$ cat src/hw/rtl/rc4_pkg.sv
// ---------------------------------------------------------------------------
// rc4 package
// constants, control word layout and microcode program of the cipher engine
// ---------------------------------------------------------------------------
package rc4_pkg;

    // key store geometry
    localparam int KEY_DEPTH = 256;
    localparam int KEY_AW    = (KEY_DEPTH > 1) ? $clog2(KEY_DEPTH) : 1;
    localparam int KEY_CW    = $clog2(KEY_DEPTH + 1);

    // program counter
    localparam int STEP_W = 4;
    typedef logic [STEP_W-1:0] t_step;

    // permutation read address select
    typedef enum logic [1:0] {
        RA_I,
        RA_INC_I,
        RA_J_NEW,
        RA_SUM
    } t_raddr;

    // permutation write select
    typedef enum logic [1:0] {
        WR_NONE,
        WR_J_SI,
        WR_I_SJ
    } t_wsel;

    // index i operation
    typedef enum logic [1:0] {
        IX_HOLD,
        IX_INC,
        IX_CLR
    } t_iop;

    // index j operation
    typedef enum logic [1:0] {
        JX_HOLD,
        JX_ADD,
        JX_CLR
    } t_jop;

    // key store operation
    typedef enum logic [2:0] {
        KY_NONE,
        KY_APPEND,
        KY_REWIND,
        KY_STEP,
        KY_RELEASE
    } t_kop;

    // branch condition, taken branch loads the target step
    typedef enum logic [2:0] {
        BR_NEXT,
        BR_GOTO,
        BR_MSG,
        BR_MORE_KEY,
        BR_LOOP
    } t_br;

    // one control word
    typedef struct packed {
        logic   wait_in;
        logic   rd_en;
        t_raddr raddr;
        t_wsel  wsel;
        t_iop   iop;
        t_jop   jop;
        logic   use_key;
        logic   ld_si;
        logic   ld_sj;
        t_kop   kop;
        logic   clr_perm;
        logic   emit;
        t_br    br;
        t_step  target;
    } t_uop;

    // datapath status seen by the sequencer
    typedef struct packed {
        logic in_valid;
        logic func;
        logic last;
        logic i_max;
        logic out_free;
    } t_stat;

    // program steps
    localparam t_step ST_IDLE = 4'd0;
    localparam t_step ST_DISP = 4'd1;
    localparam t_step ST_KEY  = 4'd2;
    localparam t_step ST_SCH0 = 4'd3;
    localparam t_step ST_SCH1 = 4'd4;
    localparam t_step ST_SCH2 = 4'd5;
    localparam t_step ST_SCH3 = 4'd6;
    localparam t_step ST_SCH4 = 4'd7;
    localparam t_step ST_SCH5 = 4'd8;
    localparam t_step ST_MSG0 = 4'd9;
    localparam t_step ST_MSG1 = 4'd10;
    localparam t_step ST_MSG2 = 4'd11;
    localparam t_step ST_MSG3 = 4'd12;
    localparam t_step ST_MSG4 = 4'd13;
    localparam t_step ST_MSG5 = 4'd14;

    // microcode rom
    function automatic t_uop ucode(input t_step step);
        t_uop u;
        u        = '0;
        u.br     = BR_GOTO;
        u.target = ST_IDLE;
        unique case (step)
            ST_IDLE: begin
                u.wait_in = 1'b1;
                u.br      = BR_NEXT;
            end
            ST_DISP: begin
                u.br     = BR_MSG;
                u.target = ST_MSG0;
            end
            // append key byte, a last byte falls through to the schedule
            ST_KEY: begin
                u.kop    = KY_APPEND;
                u.br     = BR_MORE_KEY;
                u.target = ST_IDLE;
            end
            ST_SCH0: begin
                u.clr_perm = 1'b1;
                u.iop      = IX_CLR;
                u.jop      = JX_CLR;
                u.kop      = KY_REWIND;
                u.br       = BR_NEXT;
            end
            ST_SCH1: begin
                u.rd_en = 1'b1;
                u.raddr = RA_I;
                u.br    = BR_NEXT;
            end
            ST_SCH2: begin
                u.ld_si   = 1'b1;
                u.jop     = JX_ADD;
                u.use_key = 1'b1;
                u.rd_en   = 1'b1;
                u.raddr   = RA_J_NEW;
                u.br      = BR_NEXT;
            end
            ST_SCH3: begin
                u.ld_sj = 1'b1;
                u.wsel  = WR_J_SI;
                u.br    = BR_NEXT;
            end
            ST_SCH4: begin
                u.wsel   = WR_I_SJ;
                u.iop    = IX_INC;
                u.kop    = KY_STEP;
                u.br     = BR_LOOP;
                u.target = ST_SCH1;
            end
            ST_SCH5: begin
                u.iop = IX_CLR;
                u.jop = JX_CLR;
                u.kop = KY_RELEASE;
            end
            ST_MSG0: begin
                u.iop   = IX_INC;
                u.rd_en = 1'b1;
                u.raddr = RA_INC_I;
                u.br    = BR_NEXT;
            end
            ST_MSG1: begin
                u.ld_si = 1'b1;
                u.jop   = JX_ADD;
                u.rd_en = 1'b1;
                u.raddr = RA_J_NEW;
                u.br    = BR_NEXT;
            end
            ST_MSG2: begin
                u.ld_sj = 1'b1;
                u.wsel  = WR_J_SI;
                u.br    = BR_NEXT;
            end
            ST_MSG3: begin
                u.wsel = WR_I_SJ;
                u.br   = BR_NEXT;
            end
            ST_MSG4: begin
                u.rd_en = 1'b1;
                u.raddr = RA_SUM;
                u.br    = BR_NEXT;
            end
            ST_MSG5: begin
                u.emit = 1'b1;
            end
            default: begin
            end
        endcase
        return u;
    endfunction

endpackage

$ cat src/hw/rtl/rc4_seq.sv
// ---------------------------------------------------------------------------
// rc4 sequencer
// step counter over the microcode rom with conditional jumps and stalls
// ---------------------------------------------------------------------------
module rc4_seq (
    input  logic          i_clk,
    input  logic          i_rst_n,
    input  rc4_pkg::t_stat i_stat,
    output rc4_pkg::t_uop  o_uop
);
    import rc4_pkg::*;

    t_step r_step;
    t_step n_step;
    t_uop  w_uop;
    logic  w_hold;
    logic  w_take;

    // control word of the current step
    assign w_uop = ucode(r_step);
    assign o_uop = w_uop;

    // hold on a missing input or a full output register
    assign w_hold = (w_uop.wait_in && !i_stat.in_valid) ||
                    (w_uop.emit && !i_stat.out_free);

    // branch condition
    always_comb begin
        unique case (w_uop.br)
            BR_NEXT:     w_take = 1'b0;
            BR_GOTO:     w_take = 1'b1;
            BR_MSG:      w_take = i_stat.func;
            BR_MORE_KEY: w_take = !i_stat.last;
            BR_LOOP:     w_take = !i_stat.i_max;
            default:     w_take = 1'b0;
        endcase
    end

    // next step
    always_comb begin
        priority if (w_hold) begin
            n_step = r_step;
        end else if (w_take) begin
            n_step = w_uop.target;
        end else begin
            n_step = r_step + t_step'(1);
        end
    end

    // step counter
    always_ff @(posedge i_clk) begin
        if (!i_rst_n) begin
            r_step <= ST_IDLE;
        end else begin
            r_step <= n_step;
        end
    end

endmodule

$ cat config.mk
export PLATFORM = sky130hd
export DESIGN_NAME = rc4_seq
export DESIGN_NICKNAME = d
export VERILOG_FILES = /design/src/hw/rtl/rc4_pkg.sv /design/src/hw/rtl/rc4_seq.sv
export SDC_FILE = /design/constraint.sdc
export NUM_CORES = 1
export LEC_CHECK = 0
export ABC_CLOCK_PERIOD_IN_PS = 2300
export BUFFER_PORTS_ARGS = -buffer_cell sky130_fd_sc_hd__buf_2
export CAP_MARGIN = 40
export CORE_MARGIN = 1.5
export CORE_UTILIZATION = 44
export DETAILED_ROUTE_END_ITERATION = 10
export HOLD_SLACK_MARGIN = 0.06
export PLACE_DENSITY = 0.76
export SLEW_MARGIN = 20
export SYNTH_ARGS = -nofsm -noshare
export SYNTH_HDL_FRONTEND = slang
export SYNTH_SLANG_ARGS = --single-unit
export TNS_END_PERCENT = 30
$ cat constraint.sdc
create_clock -name i_clk -period 2.3 [get_ports i_clk]
set_clock_uncertainty 0.05 [all_clocks]
set_input_delay 0.115 -clock i_clk [delete_from_list [all_inputs] [get_ports i_clk]]
set_output_delay 0.115 -clock i_clk [all_outputs]
set_load 0.05 [all_outputs]
Word-level counts from Yosys, hierarchy flattened
Index checks and enable logic that the tools add are counted.

Output and inout port bits: 25. Input port bits: 7. Latch bits: 0. Register bits after elaboration: 4. RAM bits: 0. Logic and storage cells: 49. Memories: 0. ROM bits: 0.

Bitwise gates (word level): 0. Multiplexer cells: 15. Div/mod/pow operators: 0. Eq/ne operators: 18. Reduce and logical (&&, ||, !) cells: 14. $mul: 0. Magnitude comparators: 0. Shifts and indexed selects: 0. Add/subtract/negate cells: 1.

Operator list (count): $pmux 3 s4 (3); $eq 4x4->1 const B (7); $eq 4x3->1 const B (4); $pmux 2 s2 (3); $reduce_or 10->1 (1); $reduce_or 2->1 (5); $eq 4x2->1 const B (2); $pmux 4 s2 (1); $eq 3x2->1 const B (2); $mux 1 (6); $add 4x1->4 const B (1); $eq 4x1->1 const B (1); $logic_not 1->1 (4); $logic_not 4->1 (1); $mux 4 (1); $pmux 1 s4 (1); $eq 3x1->1 const B (1); $eq 3x3->1 const B (1); $logic_and 1x1->1 (2); $logic_or 1x1->1 (1).

Logic depth before layout (Yosys ltp)
Gate-level depths: netlist (run 1).

Depth in word-level cells: 6. Gate-level depth with buffers: 8. Mapped depth without buffers: 7.

Least setup slack after synthesis (run 1)
No wires, ideal clock.

Path kind: reg2out. From: register r_step[0]. To: output o_uop[20] (netlist bit). Required time: 2.135 ns. Arrival: 2.000 ns. Buffers on the path: 0. Stages on the path, launching flop included: 4. Path slack: 0.135 ns. Path through: dfxtp_1 -> ha_1 -> nor2b_1 -> o21a_1.

RTL lines: from (decl) (RTL line rc4_seq.sv:13) `t_step r_step;`; from (signal assigned) (RTL line rc4_seq.sv:55) `r_step <= n_step;`; to (decl) (RTL line rc4_seq.sv:9) `output rc4_pkg::t_uop o_uop`.

==> metrics.yaml, run 1 <==
critical_path:
  reg2reg_slack_ns: 0.17
  worst_setup_path_start_kind: "flip-flop"
  path_max_fanout: 7
  crit_required_ns: 2.13
  arrival_ns: 2.00
  timing_worst_setup_path_type: "flip-flop to primary output"
  cp-end-kind: "primary output"
finish:
  fill_cells: 140
  fin_nets: 123
  top_register: "r_step"
  drive_above_1_share_pct: 38.2
  largest_register_ffs: 4
  antenna_cells: 0
  area_growth_pct: 25.2
  reg_top3: "r_step x4"
synth:
  syn_avg_cell_area_um2: 7.43
  yosysMostFrequentCell: "nand2_1"
  yosysTopAreaCellShare_pct: 13.0
  synth_seq_area_share_pct: 13.0
  synth_area_leader_cell: "dfxtp_1"
  syn_nets: 94
  ys_async_sr_fraction_pct: 0
  synth_edf_count: 0
  synth_cell_types: 37
  synth_commonest_cells: "nand2_1 (10), o21ai_0 (6), inv_1 (5)"
  synth.cell_area_um2: 617
  synthFlopType: "dfxtp_1"
  yosysWarnings: 0
  yosys_register_bits: 4
  syn_inst: 83
  yosys-top-cells-area: "dfxtp_1 (13%), ha_1 (8.1%), nand2_1 (6.1%)"
clock_network:
  cts_resized: 0
  cts_buffer_depth: 2
  cts-hold-fix-buffers: 0
  cts_made_buffers: 3
  cts_tree: "yes"
  clk_latency_ns: 0.23
  cts_root_buf: "clkbuf_4"
  post_cts_buffers: 0
  cts.clk_slew.worst_paths_ns: 0.04
  clock-sinks: 4
  cts_max_level: 1
floorplan:
  coreArea_um2: 1300
  die_width_um: 40.4
  num_io_pins: 32
  rows: 13
  fp.dieH_um: 40.4
  dieArea_um2: 1640
  start_util_pct: 47.4
placement:
  dp_hpwl_mm: 1.07
  port_buffers: 30
  place_congestion: 0.778
  pre_cts_ws_ns: 0.167
grt:
  antenna_found_initial: 0
  track_usage_pct: 17.9
  grt_pass1_vias: 469
  overflow: 0
  grt_pass1_wl_mm: 1.95
  grt_max_degree: 13
run_status:
  status: "complete, no violations"
routing:
  route.detailed.drc: 0
  dr_total_vias: 645
  drt_iter0_markers: 14
  wl_mm: 1.36
  routedWlPerCell_um: 10.8
  drt.antenna.violating_nets: 0
  viasPerCell: 5.16
  first_pass_iters: 4
min_path:
  worst_hold_path_type: "input pin to flip-flop"
sta:
  clock.fmax_mhz: 462
  hold_viol: 0
  layout_setup_ws_ns: 0.135
  period_minus_slack_ns: 2.17
  min_period_over_period_pct: 94.1
  final_max_slew_viol_count: 0
  rsz0062_at_grt: "no"
  setup_tns_ns: 0
  setup_viol: 0
job:
  cap_violations: 0
==> metrics by stage <==
step	area (µm²)	utilization (%)	instances	hold WS, ns
finish	772	59.3	125	0.147
global placement	749	57.6	122	0.369
floorplan	617	-	83	0.207
global route	772	59.3	125	0.129
CTS	772	59.3	125	0.132
detailed placement	749	57.6	122	0.380
==> worst paths after layout <==
check                                 end  cells after the start  startpoint
worst max-delay path             o_uop[4]                      6   r_step[0]
worst min-delay path            r_step[1]                      2     i_rst_n
worst max register to register  r_step[0]                      7   r_step[0]
worst min register to register  r_step[1]                      2   r_step[1]
==> metal layers <==
layer  vias to the layer above  track usage (%)  wire [µm]  share of wire, %
met5                         -                0          0                 0
met3                         0             5.00         98               7.2
met2                        29             27.4        618                46
met4                         0             7.50          0                 0
met1                       281             23.2        640                47
li1                        335                -          -                 -
==> layout by cell type, fill, tap and decap left out, types with 3 or more instances in the layout <==
cell,Yosys,final
o21ai_0,6,6
buf_2,2,30
dfxtp_1,4,4
ha_1,4,4
nand3_1,3,3
nor3_1,3,3
buf_4,4,3
inv_1,5,5
clkbuf_4,0,3
nand3b_1,3,3
nand2_1,10,10
and2_1,4,4
==> layout make-up <==
| class | instances | area, µm² | area share [%] |
|---|---|---|---|
| repair buffers | 33 | 173 | 22.4 |
| inverters | 5 | 18.8 | 2.43 |
| well taps | 15 | 18.8 | 2.43 |
| multi-input cells | 65 | 459 | 59.5 |
| clock buffers | 3 | 22.5 | 2.92 |
| flip-flops and latches | 4 | 80.1 | 10.4 |
==> critical path, cell delays in order (launching register included) <==
cell and delay [ns]:
dfxtp_1 0.43, inv_1 0.10, ha_1 0.23, or4b_4 0.50, a31oi_4 0.16, a21o_1 0.10
buf_2 0.25
==> cells by family after synthesis <==
logic type	Yosys count	share of synthesized area, %
AND/OR/NAND/NOR	37	35.7
AO/OA/AOI/OAI	19	23.5
buffers and inverters	14	12.6
adder cells (fa/ha/maj)	4	8.11
flip-flops	4	13.0
multiplexers	3	5.07
other	1	0.608
XOR/XNOR	1	1.42
Power of run 1 is left out: the tool's default activity adds up to more than one toggle a clock period on the data nets, which glitch-free logic cannot reach.
==> run 2, diff against run 1 <==
Settings changed: ABC_CLOCK_PERIOD_IN_PS 2300 to 2700, CORE_UTILIZATION 44 to 47, HOLD_SLACK_MARGIN 0.06 to 0.03, PLACE_DENSITY 0.76 to 0.81.
Clock period 2.3 ns to 2.7 ns, I/O delays scaled along.
==> metrics.yaml, run 2 (same netlist as run 1, synthesis figures left out) <==
run_status:
  status: "complete, no violations"
critical_path:
  timing_worst_setup_path_type: "flip-flop to primary output"
  cp-endpoint: "o_uop[4]"
  arrival_ns: 2.14
  rr_worst_depth: 7
  cp-end-kind: "primary output"
  crit_path_start: "r_step[0]"
  path_max_fanout: 9
  crit_required_ns: 2.52
  worst_setup_path_start_kind: "flip-flop"
  r2r_end: "r_step[0]"
  reg2reg_from: "r_step[0]"
  reg2reg_slack_ns: 0.48
routing:
  drt_iter0_markers: 9
  first_pass_iters: 4
  route.detailed.drc: 0
  viasPerCell: 5.37
  dr_total_vias: 655
  wl_mm: 1.44
  drt.antenna.violating_nets: 0
  routedWlPerCell_um: 11.8
clock_network:
  cts.clk_slew.worst_paths_ns: 0.04
  clock-sinks: 4
  cts_buffer_depth: 2
  cts_max_level: 1
  cts_tree: "yes"
  cts-hold-fix-buffers: 0
  cts_resized: 0
  clk_latency_ns: 0.24
  cts_root_buf: "clkbuf_4"
  post_cts_buffers: 0
  cts_made_buffers: 3
floorplan:
  coreArea_um2: 1170
  fp.dieH_um: 39.2
  rows: 12
  dieArea_um2: 1540
  num_io_pins: 32
  start_util_pct: 52.7
  die_width_um: 39.2
min_path:
  worst_hold_path_type: "input pin to flip-flop"
grt:
  overflow: 0
  grtUsageMet3_pct: 3.47
  antenna_found_initial: 0
  globalRouteMet1Util_pct: 21.4
  grt_max_degree: 21
  busiest_layer: "met2"
  grt_pass1_vias: 526
  gr-usage-met2_pct: 37.9
  track_usage_pct: 20.4
  grt_pass1_wl_mm: 2.13
sta:
  hold_viol: 0
  tightest_slew_ns: 0.543
  holdWs_ns: 0.150
  clock.fmax_mhz: 430
  final_max_slew_viol_count: 0
  min_period_over_period_pct: 86.1
  slew_headroom_pct: 63.8
  period_minus_slack_ns: 2.33
  setup_viol: 0
  layout_setup_ws_ns: 0.374
  rsz0062_at_grt: "no"
  setup_tns_ns: 0
job:
  cap_violations: 0
finish:
  top_register: "r_step"
  area_growth_pct: 22.5
  instances_no_fill: 122
  reg_top3: "r_step x4"
  fin_nets: 121
  drive_above_1_share_pct: 37.0
  final_cell_mix: "buf_2 (30), nand2_1 (10), o21ai_0 (6)"
  ff_latch_area_um2: 80.1
  final_common_cell: "buf_2"
  multi_input_area_um2: 459
  largest_register_ffs: 4
  antenna_cells: 0
  fill_cells: 121
placement:
  place_congestion: 0.747
  placed_cells: 119
  dp_hpwl_mm: 1.10
  port_buffers: 30
  pre_cts_ws_ns: 0.511
## run 2: cell types whose count changed in the layout (fill, tap and decap cells not counted)
cell | before | now
buf_4 | 3 | 1
## run 2: cell type report
class,count,share of cell area [%]
Tap cell,14,2.32
Sequential cell,4,10.6
Clock buffer,3,2.98
Multi-Input combinational cell,65,60.8
Timing Repair Buffer,31,20.9
Inverter,5,2.48
## run 2: worst min-delay path by stage
| stage | cells after the start | start | end |
|---|---|---|---|
| after floorplan | 2 | i_rst_n | r_step[3] |
| after global placement | 3 | i_rst_n | r_step[0] |
| after detailed placement | 3 | i_rst_n | r_step[3] |
| after CTS | 3 | i_rst_n | r_step[3] |
| after global routing | 2 | i_rst_n | r_step[1] |
| final | 2 | i_rst_n | r_step[1] |
## run 2: metal layers
layer / wire length, µm / share of wire [%]
met3: 92 / 6.4
met2: 681 / 47
met4: 18 / 1.3
met5: 0 / 0
met1: 643 / 45
## run 2: per-stage QoR
step / util [%] / instance area, µm²
6_report: 64.5 / 756
5_1_grt: 64.5 / 756
4_1_cts: 64.5 / 756
3_5_place_dp: 62.6 / 733
3_3_place_gp: 62.6 / 733
2_1_floorplan: - / 617
## run 2: worst max-delay path: stages, from the launching register on
cell     delay, ns
dfxtp_1       0.44
inv_1         0.09
ha_1          0.32
or4b_4        0.53
a31oi_4       0.17
a21o_1        0.10
buf_2         0.25
Power of run 2 is left out for the same reason.
